$ cat src/rtl/rv32im_alu_core_defines.svh
// Assertion macros used by the ALU core top level
`ifndef RV32IM_ALU_CORE_DEFINES_SVH
`define RV32IM_ALU_CORE_DEFINES_SVH
// Implication checked on every rising clock edge outside reset
`define RVA_ASSERT_IMP(lbl, clk, rst_n, ante, cons) \
	lbl: assert property (@(posedge clk) disable iff (!rst_n) (ante) |-> (cons)) \
		else $error("assertion failed");
// Next-cycle implication checked outside reset
`define RVA_ASSERT_NXT(lbl, clk, rst_n, ante, cons) \
	lbl: assert property (@(posedge clk) disable iff (!rst_n) (ante) |=> (cons)) \
		else $error("assertion failed");
`endif

$ cat src/rtl/rva_pkg.sv
// Package with operation codes, payload types and cell constants for the ALU core
package rva_pkg;
	localparam int unsigned XLEN = 32;
	localparam int unsigned NCELL = 33;
	localparam int unsigned CIDX_W = 6;
	// decode register, cell row, output register
	localparam int unsigned PIPE_LAT = NCELL + 2;

	typedef enum logic [4:0] {
		OP_ADD = 5'd0, OP_SUB = 5'd1, OP_SLL = 5'd2, OP_SLT = 5'd3, OP_SLTU = 5'd4,
		OP_XOR = 5'd5, OP_SRL = 5'd6, OP_SRA = 5'd7, OP_OR = 5'd8, OP_AND = 5'd9,
		OP_MUL = 5'd10, OP_MULH = 5'd11, OP_MULHSU = 5'd12, OP_MULHU = 5'd13,
		OP_DIV = 5'd14, OP_DIVU = 5'd15, OP_REM = 5'd16, OP_REMU = 5'd17,
		OP_BEQ = 5'd18, OP_BNE = 5'd19, OP_BLT = 5'd20, OP_BGE = 5'd21,
		OP_BLTU = 5'd22, OP_BGEU = 5'd23
	} op_t;

	typedef struct packed {
		logic [4:0] func;
		logic signed [31:0] operand_a;
		logic signed [31:0] operand_b;
	} alu_in_t;

	typedef struct packed {
		logic signed [31:0] result;
		logic illegal;
	} alu_out_t;

	// Post-processing kind carried down the chain
	typedef enum logic [1:0] {
		FIN_DIRECT = 2'd0,
		FIN_QUO = 2'd1,
		FIN_REM = 2'd2
	} fin_t;

	// Control travelling with each transaction through the cells
	typedef struct packed {
		logic vld;
		fin_t fin;
		logic neg_q;
		logic neg_r;
		logic is_mul;
		logic mul_hi;
	} ctl_t;

	// Data state held in one cell
	typedef struct packed {
		logic [31:0] acc;   // remainder or product high half
		logic [31:0] wrk;   // dividend/quotient or multiplier/product low half
		logic [31:0] dvs;   // divisor or multiplicand
		logic [31:0] direct;
		logic dvs_sgn;      // multiplicand sign extension for signed high multiply
		logic mul_bsub;     // last multiplier bit is negative weight
	} dat_t;
endpackage

$ cat src/rtl/rva_front.sv
// Input decode: simple operations, compares and chain seeding
module rva_front (
	input  logic           clk,
	input  logic           arst_n,
	input  logic           start,
	input  rva_pkg::alu_in_t din,
	output rva_pkg::ctl_t  ctl_s1,
	output rva_pkg::dat_t  dat_s1
);
	rva_pkg::ctl_t c;
	rva_pkg::dat_t d;
	logic [31:0] a, b;
	logic [4:0] sh;
	logic slt, sltu;
	logic sa, sb;

	always_comb begin
		a = din.operand_a;
		b = din.operand_b;
		sh = b[4:0];
		slt = $signed(a) < $signed(b);
		sltu = a < b;
		c = '0;
		d = '0;
		c.vld = start;
		c.fin = rva_pkg::FIN_DIRECT;
		sa = 1'b0;
		sb = 1'b0;
		case (din.func)
			rva_pkg::OP_ADD: d.direct = a + b;
			rva_pkg::OP_SUB: d.direct = a - b;
			rva_pkg::OP_SLL: d.direct = a << sh;
			rva_pkg::OP_SLT, rva_pkg::OP_BLT: d.direct = {31'd0, slt};
			rva_pkg::OP_SLTU, rva_pkg::OP_BLTU: d.direct = {31'd0, sltu};
			rva_pkg::OP_XOR: d.direct = a ^ b;
			rva_pkg::OP_SRL: d.direct = a >> sh;
			rva_pkg::OP_SRA: d.direct = $unsigned($signed(a) >>> sh);
			rva_pkg::OP_OR: d.direct = a | b;
			rva_pkg::OP_AND: d.direct = a & b;
			rva_pkg::OP_BEQ: d.direct = {31'd0, a == b};
			rva_pkg::OP_BNE: d.direct = {31'd0, a != b};
			rva_pkg::OP_BGE: d.direct = {31'd0, !slt};
			rva_pkg::OP_BGEU: d.direct = {31'd0, !sltu};
			rva_pkg::OP_MUL, rva_pkg::OP_MULH, rva_pkg::OP_MULHSU, rva_pkg::OP_MULHU: begin
				c.is_mul = 1'b1;
				c.mul_hi = (din.func != rva_pkg::OP_MUL);
				d.dvs = a;
				d.wrk = b;
				d.dvs_sgn = (din.func == rva_pkg::OP_MULH) || (din.func == rva_pkg::OP_MULHSU);
				d.mul_bsub = (din.func == rva_pkg::OP_MULH);
			end
			rva_pkg::OP_DIV, rva_pkg::OP_DIVU, rva_pkg::OP_REM, rva_pkg::OP_REMU: begin
				sa = ((din.func == rva_pkg::OP_DIV) || (din.func == rva_pkg::OP_REM)) && a[31];
				sb = ((din.func == rva_pkg::OP_DIV) || (din.func == rva_pkg::OP_REM)) && b[31];
				d.wrk = sa ? (32'd0 - a) : a;
				d.dvs = sb ? (32'd0 - b) : b;
				if ((din.func == rva_pkg::OP_DIV) || (din.func == rva_pkg::OP_DIVU)) begin
					c.fin = rva_pkg::FIN_QUO;
					// zero divisor yields all ones unsigned, so skip the sign fix
					c.neg_q = (sa ^ sb) && (b != 32'd0);
				end else begin
					c.fin = rva_pkg::FIN_REM;
					c.neg_r = sa;
				end
			end
			default: d.direct = '0;
		endcase
		d.mul_bsub = d.mul_bsub | 1'b0;
		// illegal codes get a zero direct result; the flag itself comes from the core's function-code delay line
		c.neg_r = c.neg_r | 1'b0;
		if (din.func > rva_pkg::OP_BGEU)
			d.direct = '0;
	end

	always_ff @(posedge clk or negedge arst_n) begin
		if (!arst_n) begin
			ctl_s1 <= '0;
		end else begin
			ctl_s1 <= c;
		end
	end

	always_ff @(posedge clk) begin
		dat_s1 <= d;
	end
endmodule

$ cat config.mk
export PLATFORM = sky130hd
export DESIGN_NAME = rva_front
export DESIGN_NICKNAME = d
export VERILOG_FILES = /design/src/rtl/rv32im_alu_core_defines.svh /design/src/rtl/rva_pkg.sv /design/src/rtl/rva_front.sv
export SDC_FILE = /design/constraint.sdc
export NUM_CORES = 1
export LEC_CHECK = 0
export ABC_CLOCK_PERIOD_IN_PS = 800
export BUFFER_PORTS_ARGS = -buffer_cell sky130_fd_sc_hd__buf_2
export CORE_ASPECT_RATIO = 1.1
export CORE_UTILIZATION = 65
export CTS_BUF_LIST = sky130_fd_sc_hd__clkbuf_4
export CTS_CLUSTER_DIAMETER = 50
export DETAILED_ROUTE_END_ITERATION = 10
export HOLD_SLACK_MARGIN = 0.1
export PLACE_DENSITY = 0.9
export SLEW_MARGIN = 20
export SYNTH_ARGS = -nofsm -noshare
export SYNTH_HDL_FRONTEND = slang
export SYNTH_SLANG_ARGS = --single-unit
export TNS_END_PERCENT = 20
$ cat constraint.sdc
create_clock -name clk -period 0.8 [get_ports clk]
set_input_delay 0.04 -clock clk [delete_from_list [all_inputs] [get_ports clk]]
set_output_delay 0.04 -clock clk [all_outputs]
set_load 0.1 [all_outputs]
==> summary.txt, run 1 <==
Status = aborted with a tool error
Exit stage = detailed placement (3_5_place_dp)
Tool error = [ERROR DPL-0038] Utilization greater than 100%, impossible to legalize
Post-Syn Instances = 1744
Cell taking the most area after synthesis = dfxtp_1
EDFF count, synth = 0
IO Pins = 209
Ys flop type = dfxtp_1
Post-synth cell types = 83
Async SR Flop Fraction = 6.67%
Row cnt = 53
Top cells by area, synth = dfxtp_1, ha_1, o21ai_0
Synth Warn # = 0
Initial Util = 66.6%
PortBufs = 176
Synth Register Bits = 105
Synth top area share = 15.3%
Final GP Congestion = 1.36
Register area share after synthesis = 16.7%
Die width = 136 um
Netlist Area Pre-Place = 0.0128 mm2
Die height = 149 um
Synth Area per Inst = 7.35 um2
-- metrics by stage --
stage | instance area, um2 | hold slack [ns] | setup slack [ns] | TNS, ns
after floorplan | 13300 | -0.256 | -1.87 | -128.60
after global placement | 19400 | -0.123 | -1.92 | -139.65
-- cell families after synthesis --
kind of cell	after synthesis	synth area share [%]
AOI/OAI and AO/OA	589	29.0
and+or+nand+nor	498	18.4
buffers and inverters	271	9.66
adders and majority gates	108	10.7
DFF	105	16.7
muxes	92	10.1
xor gates and xnor gates	80	5.47
other	1	0.0293
-- cells in the mapped netlist (39+ instances only) --
master,instances
nand3_1,47
inv_1,98
clkbuf_1,93
a21oi_1,131
nor3_1,39
o21ai_0,190
ha_1,106
dfxtp_1,98
xnor2_1,78
mux2i_1,55
nor2_1,155
nand2_1,142
==> inputs of run 2 (changes only) <==
Settings changed: CORE_ASPECT_RATIO 1.1 to default, CORE_UTILIZATION 65 to 40, CTS_BUF_LIST sky130_fd_sc_hd__clkbuf_4 to default, CTS_CLUSTER_DIAMETER 50 to default, HOLD_SLACK_MARGIN 0.1 to default, PLACE_DENSITY 0.9 to default, PLACE_DENSITY_LB_ADDON from default to 0.15.
==> summary.txt, run 2 <==
Status = complete, but fails checks (was aborted with a tool error)
Violated checks = setup timing
Lkg Pwr = 0.0105 uW
Multi-input logic area = 0.0115 mm2
PwrDens = 1190 mW/mm2
Initial antenna violation count = 2
Cell taking the most area after synthesis = dfxtp_1 (unchanged)
Synth Warn # = 0 (unchanged)
Area growth syn-to-layout = 87.0%
Die width = 181 um (was 136 um)
Fin crit period = 2.32 ns
H-tree depth = 3
Post-DP HPWL = 58200 um
ANT nets after route = 0
Relative slew slack = 48.1%
Post-synth cell types = 83 (unchanged)
Async SR Flop Fraction = 6.67% (unchanged)
Post-synth top cells = o21ai_0, nor2_1, nand2_1, a21oi_1, ha_1 (unchanged)
Final hold vios = 0
Netlist Area Pre-Place = 0.0128 mm2 (unchanged)
Drt total wl = 77900 um
Max Buffers Root-to-Sink = 2
Reg with most FFs = dat_s1
Ys flop type = dfxtp_1 (unchanged)
Critical path data arrival time = 2.58 ns
Fin crit share = 290%
CORE AREA = 0.0316 mm2
Global-route wire length before repair = 111000 um
Total GRT Usage = 45.7%
Top cells by area, synth = dfxtp_1, ha_1, o21ai_0 (unchanged)
Non-filler instance count after layout = 2939
Fillers = 2280
Die height = 181 um (was 149 um)
DR iter-0 viols = 2108
CTS Buf Count = 9
Leading cell type in the layout, fill and taps excluded = buf_4
Nets = 2712
Maxcap violations = 0
Root Buffer = clkbuf_16
Router iterations before antenna repair = 8
Final GP Congestion = 1.08 (was 1.36)
EDFF count, synth = 0 (unchanged)
Post-Syn Instances = 1744 (unchanged)
Sequential Area = 0.00227 mm2
Post-Place Cells = 2822
DP Worst Slack = -2.08 ns
CTS tree = yes
Ant diodes = 0
DR WL/cell = 26.5 um
Row cnt = 65 (was 53)
Number of global-route vias before repair = 18000
Largest net degree at the start of global routing = 57
FMAX = 431 MHz
Required time of the critical path = 1.06 ns
Synth Register Bits = 105 (unchanged)
CP Max Fanout = 4
DR vias = 18300
Final slew viol count = 0
Max reg flops = 98
Initial Util = 40.6% (was 66.6%)
Via density = 6.24
Count leader, synth = o21ai_0 (unchanged)
Die Footprint = 0.0328 mm2
Top Registers = dat_s1 (98), ctl_s1 (7)
# DRC = 0
CP startpoint kind = primary input
Share of layout cells above drive strength 1 = 54.8%
Synth Area per Inst = 7.35 um2 (unchanged)
Grt total ovfl = 0
Peak supply drop = 1170 uV
Worst Hold Class = in -> reg
RSZ-0062 raised after global routing = true
Synth top area share = 15.3% (unchanged)
Crit end category = flop
Clk slew on worst S/H paths = 0.09 ns
Most frequent cells in the layout = buf_4, nand2_1, buf_12
Final setup margin = -1.52 ns
Sink Count = 105
Setup CP Type = in -> reg
PortBufs = 176 (unchanged)
Final setup viols = 204
Final Util = 75.9%
Worst-Margin Slew = 0.770 ns
IO Pins = 209 (unchanged)
Register area share after synthesis = 16.7% (unchanged)
## run 2: final timing paths
path | from | end | slack [ns] | cells after the start
setup / recovery | din[1] | dat_s1[20] | -1.52 | 13
hold / removal | din[10] | dat_s1[76] | 0.03 | 4
max in group asynchronous | arst_n | ctl_s1[3] | 0.04 | 3
min in group asynchronous | arst_n | ctl_s1[5] | 0.59 | 3
## run 2: cell type report
type	count	share of cell area, %
timing repair buffer	916	37.4
clock inverter	7	0.334
multi-input combinational	1399	47.9
clock buffer	9	0.940
inverter	101	1.85
sequential	105	9.47
tap	402	2.10
## run 2: metrics by stage
stage                     power [uW]  setup TNS, ns  instance area [um2]  hold slack [ns]
after floorplan                13900        -128.60                13300           -0.256
after global placement         20700        -153.60                20300           -0.111
after detailed placement       20800        -154.87                20300           -0.111
after CTS                      27100        -121.69                22700          0.00228
after global routing           29400        -117.42                24000           0.0249
final                          28600        -110.42                24000           0.0260
## run 2: power breakdown
group / switching (uW) / internal (uW)
clock: 2610 / 2250
sequential: 326 / 5640
combinational: 10300 / 7460
total: 13200 / 15300
## run 2: what timing repair did
| item | CTS | global route |
|---|---|---|
| cloned | 7 | 0 |
| setup buffers | 59 | 26 |
| endpoints found under the hold margin | 20 | 1 |
| endpoints found under the setup margin | 204 | 204 |
| hold buffers | 15 | 1 |
| resized for setup | 336 | 369 |
| pin swaps | 125 | 119 |
## run 2: logic make-up (layout without fill, tap and decap cells)
family / after synthesis / in the layout / synth area share [%]
compound gates: 589 / 589 / 29.0
fa+ha+maj: 108 / 108 / 10.7
buf+inv: 271 / 1033 / 9.66
mux: 92 / 92 / 10.1
flops: 105 / 105 / 16.7
simple gates: 498 / 498 / 18.4
other cells: 1 / 32 / 0.0293
xor+xnor: 80 / 80 / 5.47
## run 2: metal layers
metal / track usage (%) / share of wire (%) / vias to the layer above
met1: 51.8 / 36 / 8694
met3: 13.3 / 11 / 401
met2: 72.7 / 44 / 1370
li1: - / - / 7874
met4: 34.3 / 9.0 / 4
met5: 0 / 0.032 / -
## run 2: critical path, stage by stage
cell	delay (ns)
buf_12	0.13
buf_8	0.12
fa_2	0.39
a21o_1	0.20
a221o_1	0.42
a31o_4	0.27
a31oi_4	0.23
buf_4	0.17
o21ai_2	0.12
nand2_1	0.11
o21ai_2	0.06
xnor2_1	0.20
o21ai_1	0.11
Note: power is estimated with default switching activity, not from simulation.
