`config.mk`:
```
export PLATFORM = sky130hd
export DESIGN_NAME = rva_cell
export DESIGN_NICKNAME = d
export VERILOG_FILES = /design/src/rtl/rv32im_alu_core_defines.svh /design/src/rtl/rva_pkg.sv /design/src/rtl/rva_cell.sv
export SDC_FILE = /design/constraint.sdc
export NUM_CORES = 1
export LEC_CHECK = 0
export ABC_AREA = 1
export BUFFER_PORTS_ARGS = -buffer_cell sky130_fd_sc_hd__buf_2
export CAP_MARGIN = 25
export CORE_MARGIN = 2
export CORE_UTILIZATION = 53
export CTS_CLUSTER_DIAMETER = 30
export CTS_CLUSTER_SIZE = 12
export DETAILED_ROUTE_END_ITERATION = 12
export PLACE_DENSITY = 0.8
export SLEW_MARGIN = 0
export SYNTH_ARGS = -nofsm -noshare
export SYNTH_HDL_FRONTEND = slang
export SYNTH_SLANG_ARGS = --single-unit
```
`constraint.sdc`:
```
create_clock -name clk -period 0.8 [get_ports clk]
set_clock_uncertainty 0.1 [all_clocks]
set_input_delay 0.08 -clock clk [delete_from_list [all_inputs] [get_ports clk]]
set_output_delay 0.08 -clock clk [all_outputs]
set_load 0.02 [all_outputs]
```
`src/rtl/rv32im_alu_core_defines.svh`:
```
// Assertion macros used by the ALU core top level
`ifndef RV32IM_ALU_CORE_DEFINES_SVH
`define RV32IM_ALU_CORE_DEFINES_SVH
// Implication checked on every rising clock edge outside reset
`define RVA_ASSERT_IMP(lbl, clk, rst_n, ante, cons) \
	lbl: assert property (@(posedge clk) disable iff (!rst_n) (ante) |-> (cons)) \
		else $error("assertion failed");
// Next-cycle implication checked outside reset
`define RVA_ASSERT_NXT(lbl, clk, rst_n, ante, cons) \
	lbl: assert property (@(posedge clk) disable iff (!rst_n) (ante) |=> (cons)) \
		else $error("assertion failed");
`endif

```
`src/rtl/rva_pkg.sv`:
```
// Package with operation codes, payload types and cell constants for the ALU core
package rva_pkg;
	localparam int unsigned XLEN = 32;
	localparam int unsigned NCELL = 33;
	localparam int unsigned CIDX_W = 6;
	// decode register, cell row, output register
	localparam int unsigned PIPE_LAT = NCELL + 2;

	typedef enum logic [4:0] {
		OP_ADD = 5'd0, OP_SUB = 5'd1, OP_SLL = 5'd2, OP_SLT = 5'd3, OP_SLTU = 5'd4,
		OP_XOR = 5'd5, OP_SRL = 5'd6, OP_SRA = 5'd7, OP_OR = 5'd8, OP_AND = 5'd9,
		OP_MUL = 5'd10, OP_MULH = 5'd11, OP_MULHSU = 5'd12, OP_MULHU = 5'd13,
		OP_DIV = 5'd14, OP_DIVU = 5'd15, OP_REM = 5'd16, OP_REMU = 5'd17,
		OP_BEQ = 5'd18, OP_BNE = 5'd19, OP_BLT = 5'd20, OP_BGE = 5'd21,
		OP_BLTU = 5'd22, OP_BGEU = 5'd23
	} op_t;

	typedef struct packed {
		logic [4:0] func;
		logic signed [31:0] operand_a;
		logic signed [31:0] operand_b;
	} alu_in_t;

	typedef struct packed {
		logic signed [31:0] result;
		logic illegal;
	} alu_out_t;

	// Post-processing kind carried down the chain
	typedef enum logic [1:0] {
		FIN_DIRECT = 2'd0,
		FIN_QUO = 2'd1,
		FIN_REM = 2'd2
	} fin_t;

	// Control travelling with each transaction through the cells
	typedef struct packed {
		logic vld;
		fin_t fin;
		logic neg_q;
		logic neg_r;
		logic is_mul;
		logic mul_hi;
	} ctl_t;

	// Data state held in one cell
	typedef struct packed {
		logic [31:0] acc;   // remainder or product high half
		logic [31:0] wrk;   // dividend/quotient or multiplier/product low half
		logic [31:0] dvs;   // divisor or multiplicand
		logic [31:0] direct;
		logic dvs_sgn;      // multiplicand sign extension for signed high multiply
		logic mul_bsub;     // last multiplier bit is negative weight
	} dat_t;
endpackage

```
`src/rtl/rva_cell.sv`:
```
// One chain cell: one radix-2 step of shift-add multiply or restoring divide, or a pass-through in the last cell
module rva_cell (
	input  logic          clk,
	input  logic          arst_n,
	input  logic          last,
	input  logic          msb,
	input  rva_pkg::ctl_t ctl_in,
	input  rva_pkg::dat_t dat_in,
	output rva_pkg::ctl_t ctl_s1,
	output rva_pkg::dat_t dat_s1
);
	rva_pkg::dat_t nx;
	logic [32:0] addend;
	logic [33:0] msum;
	logic [32:0] trial;
	logic [32:0] rshift;

	always_comb begin
		nx = dat_in;
		addend = '0;
		msum = '0;
		trial = '0;
		rshift = '0;
		// the last cell only hands the transaction on
		if (ctl_in.is_mul && !last) begin
			// add or subtract the extended multiplicand, then shift right by one
			addend = {dat_in.dvs_sgn & dat_in.dvs[31], dat_in.dvs};
			if (dat_in.wrk[0]) begin
				if (msb && dat_in.mul_bsub)
					msum = {dat_in.acc[31] & dat_in.dvs_sgn, dat_in.acc[31] & dat_in.dvs_sgn,
						dat_in.acc} - {addend[32], addend};
				else
					msum = {dat_in.acc[31] & dat_in.dvs_sgn, dat_in.acc[31] & dat_in.dvs_sgn,
						dat_in.acc} + {addend[32], addend};
			end else begin
				msum = {dat_in.acc[31] & dat_in.dvs_sgn, dat_in.acc[31] & dat_in.dvs_sgn,
					dat_in.acc};
			end
			nx.acc = msum[32:1];
			nx.wrk = {msum[0], dat_in.wrk[31:1]};
		end else if (!ctl_in.is_mul && !last) begin
			// restoring division step
			rshift = {dat_in.acc, dat_in.wrk[31]};
			trial = rshift - {1'b0, dat_in.dvs};
			if (!trial[32]) begin
				nx.acc = trial[31:0];
				nx.wrk = {dat_in.wrk[30:0], 1'b1};
			end else begin
				nx.acc = rshift[31:0];
				nx.wrk = {dat_in.wrk[30:0], 1'b0};
			end
		end
	end

	always_ff @(posedge clk or negedge arst_n) begin
		if (!arst_n) begin
			ctl_s1 <= '0;
		end else begin
			ctl_s1 <= ctl_in;
		end
	end

	always_ff @(posedge clk) begin
		dat_s1 <= nx;
	end
endmodule

```
==> results.cfg, run 1 <==
[synth]
synthSimpleGateAreaFrac_pct = 37.3
synth_fa_ha_area_share_pct = 8.10
yosys.area.top_type = dfxtp_1
yosys_most_used_dff = dfxtp_1
avgSynthCellArea_sq_um = 6.04
synth_fp_nets = 1952
synthTopCellsByArea = dfxtp_1 (25%), nand2_1 (21%), inv_1 (11%)
synthDistinctLibCells = 42
async_flop_share_pct = 5.11
yosysTopAreaCellShare_pct = 24.7
synth-seq-cells = 137
synth-seq-area-share_pct = 26.4
synth_area_sq_mm = 0.0105
synth-xor-area-share_pct = 4.49
synth_mux_area_share_pct = 0
ys.warnings.count = 0
synth_top_family_by_area = simple AND/OR/NAND/NOR gates
synth_edf_count = 0
netlist_instances = 1744
synth_compound_area_share_pct = 10.6

[status]
status = did not finish
tool.error = [ERROR DPL-0033] detailed placement checks failed during check placement.
haltStage = clock tree synthesis

[cts]
cts-buffers-inserted = 17
cts.htree.levels = 4
cts_num_sinks = 137
holdBufCountCts = 103
cts_resized = 655
cts_setup_buffers = 39
cts_root_buffer = clkbuf_16
cts.path.max_buffers = 2

[die]
fp-row-count = 51
initial_utilization_pct = 54.1
chipWidth_microns = 145
ios = 278
die_h_microns = 145

[placed_design]
gp_congestion = 1.07
dp_hpwl_microns = 35400
dp_cells = 2566
portBuffers = 277
dpl_cell_area_sq_mm = 0.0149
-- cell usage after synthesis (9+ instances only) --
cell type / count
nand2_2: 17
o211ai_1: 10
nor3_1: 18
xnor2_1: 23
dfxtp_1: 130
inv_1: 321
xor2_1: 31
nand4_1: 15
o21bai_1: 9
nor2_1: 123
o21ai_0: 36
nand2_1: 603
ha_1: 65
a22oi_1: 28
a21oi_1: 85
clkbuf_1: 22
nand3_1: 142
-- stage by stage --
step                worst slack [ps]  setup TNS, ps
floorplan                      -1670         -45710
global placement               -2390         -75300
detailed placement             -2440         -78170
-- logic make-up after synthesis --
group	count (synthesis)
DFF	137
AOI/OAI and AO/OA	187
buffers and inverters	359
xor gates and xnor gates	54
adders and majority gates	67
and+or+nand+nor	940
==> inputs of run 2 (changes only) <==
- CORE_UTILIZATION: 53 -> 38
- CTS_CLUSTER_DIAMETER: 30 -> not set
- CTS_CLUSTER_SIZE: 12 -> not set
- PLACE_DENSITY: 0.8 -> not set
- PLACE_DENSITY_LB_ADDON: not set -> 0.15
==> results.cfg, run 2 <==
[die]
initial_utilization_pct = 38.9
ios = 278
fp-row-count = 60
die-area_sq_mm = 0.0291
die_h_microns = 170
chipWidth_microns = 170
fp.coreArea_sq_mm = 0.0271

[cts]
path_clk_slew_ps = 70
cts.path.max_buffers = 2
cts_num_sinks = 137
cts_tree = built
cts.htree.levels = 4
cts_root_buffer = clkbuf_16
cts-buffers-inserted = 17

[detailed_routing]
wl_per_cell_microns = 17.8
first_pass_iters = 6
wirelength_microns = 50900
num_vias = 14400
drt-initial-drc-count = 1190
vias_per_cell = 5.02
antenna_left = 0
drc = 0

[synth]
synth-seq-cells = 137
yosys_most_used_dff = dfxtp_1
yosysTopAreaCellShare_pct = 24.7
yosys.area.top_type = dfxtp_1
ys.warnings.count = 0
synthDistinctLibCells = 42
synthTopCellsByArea = dfxtp_1 (25%), nand2_1 (21%), inv_1 (11%)
synth.most_common_cell = nand2_1
synth-seq-area-share_pct = 26.4
netlist_instances = 1744
synth_fp_nets = 1952
async_flop_share_pct = 5.11
synth_edf_count = 0
synth_area_sq_mm = 0.0105
avgSynthCellArea_sq_um = 6.04
synth_common_cells = nand2_1 (603), inv_1 (321), nand3_1 (142), dfxtp_1 (130), nor2_1 (123)

[sta]
fin_ws_ps = -1840
min_period_ps = 2640
max_freq_mhz = 379
holdWs_ps = -96.8
finalSetupViolations = 173
hold_viol = 29
period_share_pct = 330
slew-limit-headroom_pct = 68.8
slew_viol_final = 0
tightest_slew_ps = 464
rsz0062_at_grt = yes

[layout]
reg_top3 = dat_s1: 130 flops, ctl_s1: 7 flops
seq_area_sq_mm = 0.00294
area_growth_syn_to_layout_pct = 90.8
antenna_cells = 0
largest_reg_flops = 130
final_area_sq_mm = 0.0201
final_cell_mix = nand2_1 (491), buf_4 (333), inv_1 (277)
instances_no_fill = 2863
drive_gt1_share_pct = 48.5
multi_input_area_sq_mm = 0.00850
regMostFlops = dat_s1
mostFrequentLayoutCell = nand2_1
nets = 2686
n_fill_cell = 1978

[worst_setup_path]
critPathKind = in -> reg
endpoint_kind = flip-flop
cp_top_family = simple AND/OR/NAND/NOR gates
worstPathMaxFanout = 3
slowest_delay_ps = 260
required_ps = 990
critPathArrivalTime_ps = 2830
slowest_stage = ha_4
critPathBufInv = 7
start_kind = primary input
cp_cell_sequence = buf_12 > buf_6 > nor3_4 > buf_6 > buf_6 > inv_6 > nor2_4 > a21oi_2 > xor2_1 > inv_1 > ha_4 > buf_6 > nand2_4 > nand2_1 > nand2_1 > nand2_2 > a21oi_2 > nand2_2 > xnor2_1 > nand2_1 > a22oi_1 > nand2_1

[placed_design]
portBuffers = 277
dpl_cell_area_sq_mm = 0.0152
dp_cells = 2683
gp_congestion = 1.01
dp_hpwl_microns = 35600

[grt]
grt_overflow = 0
grt_pass1_vias = 14100
grt_start_max_net_pins = 34
antenna_found_initial = 0
grt_util_all_layers_pct = 32.9
grt_pass1_wl_microns = 74100

[run]
drv_cap = 0

[pwr]
power_density_mw_per_mm2 = 1540
vdd_drop_max_mv = 1.48
leakage_nw = 10.4

[status]
status = finished with violations
violations = negative hold slack, negative setup slack

[min_path]
hp-class = in -> async
## run 2: power by group
| group | leakage (nW) | internal [mW] | total [mW] | switching, mW |
|---|---|---|---|---|
| Combinational | 8.93 | 6.94 | 15.2 | 8.24 |
| Sequential | 1.18 | 7.51 | 7.82 | 0.316 |
| Clock | 0.272 | 4.19 | 8.03 | 3.85 |
| Total | 10.4 | 18.6 | 31.0 | 12.4 |
## run 2: layer usage
layer	GRT usage, %	part of all wire (%)	vias to the layer above
li1	-	-	6908
met3	3.70	6.7	161
met5	0	0	-
met4	13.7	4.4	0
met2	56.5	47	686
met1	42.0	41	6631
## run 2: kinds of logic after synthesis
group / Yosys count / share of synthesized area (%)
DFF: 137 / 26.4
and+or+nand+nor: 940 / 37.3
AOI/OAI and AO/OA: 187 / 10.6
xor gates and xnor gates: 54 / 4.49
buffers and inverters: 359 / 13.2
adders and majority gates: 67 / 8.10
## run 2: timing repair
item	4_1_cts	5_1_grt
buffers inserted	36	19
pin swaps	156	161
cloned	7	0
setup endpoints to repair	170	194
hold buffers	104	3
resized for setup	644	218
hold endpoints to repair	132	28
## run 2: area by class of cell
| class | instances | share of cell area, % |
|---|---|---|
| Sequential cell | 137 | 14.6 |
| Timing Repair Buffer | 742 | 31.6 |
| Multi-Input combinational cell | 1255 | 42.3 |
| Clock buffer | 18 | 2.19 |
| Clock inverter | 14 | 0.641 |
| Tap cell | 372 | 2.32 |
| Inverter | 325 | 6.36 |
## run 2: path summary, 6_finish.rpt
kind,from,endpoint,slack [ps],depth (start not counted)
setup / recovery,dat_in[35],dat_s1[113],-1840,22
hold / removal,arst_n,ctl_s1[0],-100,2
max in group asynchronous,arst_n,ctl_s1[2],550,2
min in group clk,dat_in[97],dat_s1[97],-80,3
## run 2: stage by stage
stage,worst slack [ps],TNS [ps],util (%),power (mW)
finish,-1840,-90550,74.2,31.0
global placement,-2480,-79110,56.0,18.5
floorplan,-1670,-45710,-,13.8
global route,-1930,-94860,74.2,32.3
CTS,-1690,-85980,70.5,29.4
detailed placement,-2480,-79580,56.0,18.6
(Power assumes the default switching activity.)
==> inputs of run 3 (changes only) <==
- BUFFER_PORTS_ARGS: -buffer_cell sky130_fd_sc_hd__buf_2 -> -buffer_cell sky130_fd_sc_hd__clkbuf_2
- CELL_PAD_IN_SITES_DETAIL_PLACEMENT: not set -> 2
- CELL_PAD_IN_SITES_GLOBAL_PLACEMENT: not set -> 2
- CORE_UTILIZATION: 38 -> 28
==> results.cfg, run 3 <==
[synth]
ys.warnings.count = 0
yosys_most_used_dff = dfxtp_1
synth_area_sq_mm = 0.0105
synth.most_common_cell = nand2_1
async_flop_share_pct = 5.11
synthTopCellsByArea = dfxtp_1 (25%), nand2_1 (21%), inv_1 (11%)
yosysTopAreaCellShare_pct = 24.7
synth_edf_count = 0
synth-seq-cells = 137
netlist_instances = 1744
synth-seq-area-share_pct = 26.4
synthDistinctLibCells = 42
synth_fp_nets = 1952
avgSynthCellArea_sq_um = 6.04
yosys.area.top_type = dfxtp_1
synth_common_cells = nand2_1 (603), inv_1 (321), nand3_1 (142), dfxtp_1 (130), nor2_1 (123)

[cts]
cts_resized = 664
holdBufCountCts = 105
cts.path.max_buffers = 2
cts_setup_buffers = 39
cts_root_buffer = clkbuf_16
cts_num_sinks = 137
cts.htree.levels = 4
cts-buffers-inserted = 17

[placed_design]
gp_congestion = 0.885
dp_hpwl_microns = 51300
pre_cts_ws_ps = -2800
portBuffers = 277
dpl_cell_area_sq_mm = 0.0156

[die]
ios = 278
chipWidth_microns = 198
die_h_microns = 198
initial_utilization_pct = 28.2
fp-row-count = 71

[status]
haltStage = clock tree synthesis
tool.error = [ERROR DPL-0033] detailed placement checks failed during check placement.
status = did not finish
==> run 3: cell counts after synthesis <==
No cell type changed its count.
==> run 3: stage by stage <==
step | cells | util [%]
floorplan | 1744 | -
global placement | 2822 | 41.7
detailed placement | 2822 | 41.7
==> run 3: logic make-up after synthesis <==
group                    synth area share (%)
flip-flops                               26.4
buffers and inverters                    13.2
AND/OR/NAND/NOR                          37.3
AO/OA/AOI/OAI                            10.6
adder cells (fa/ha/maj)                  8.10
XOR/XNOR                                 4.49
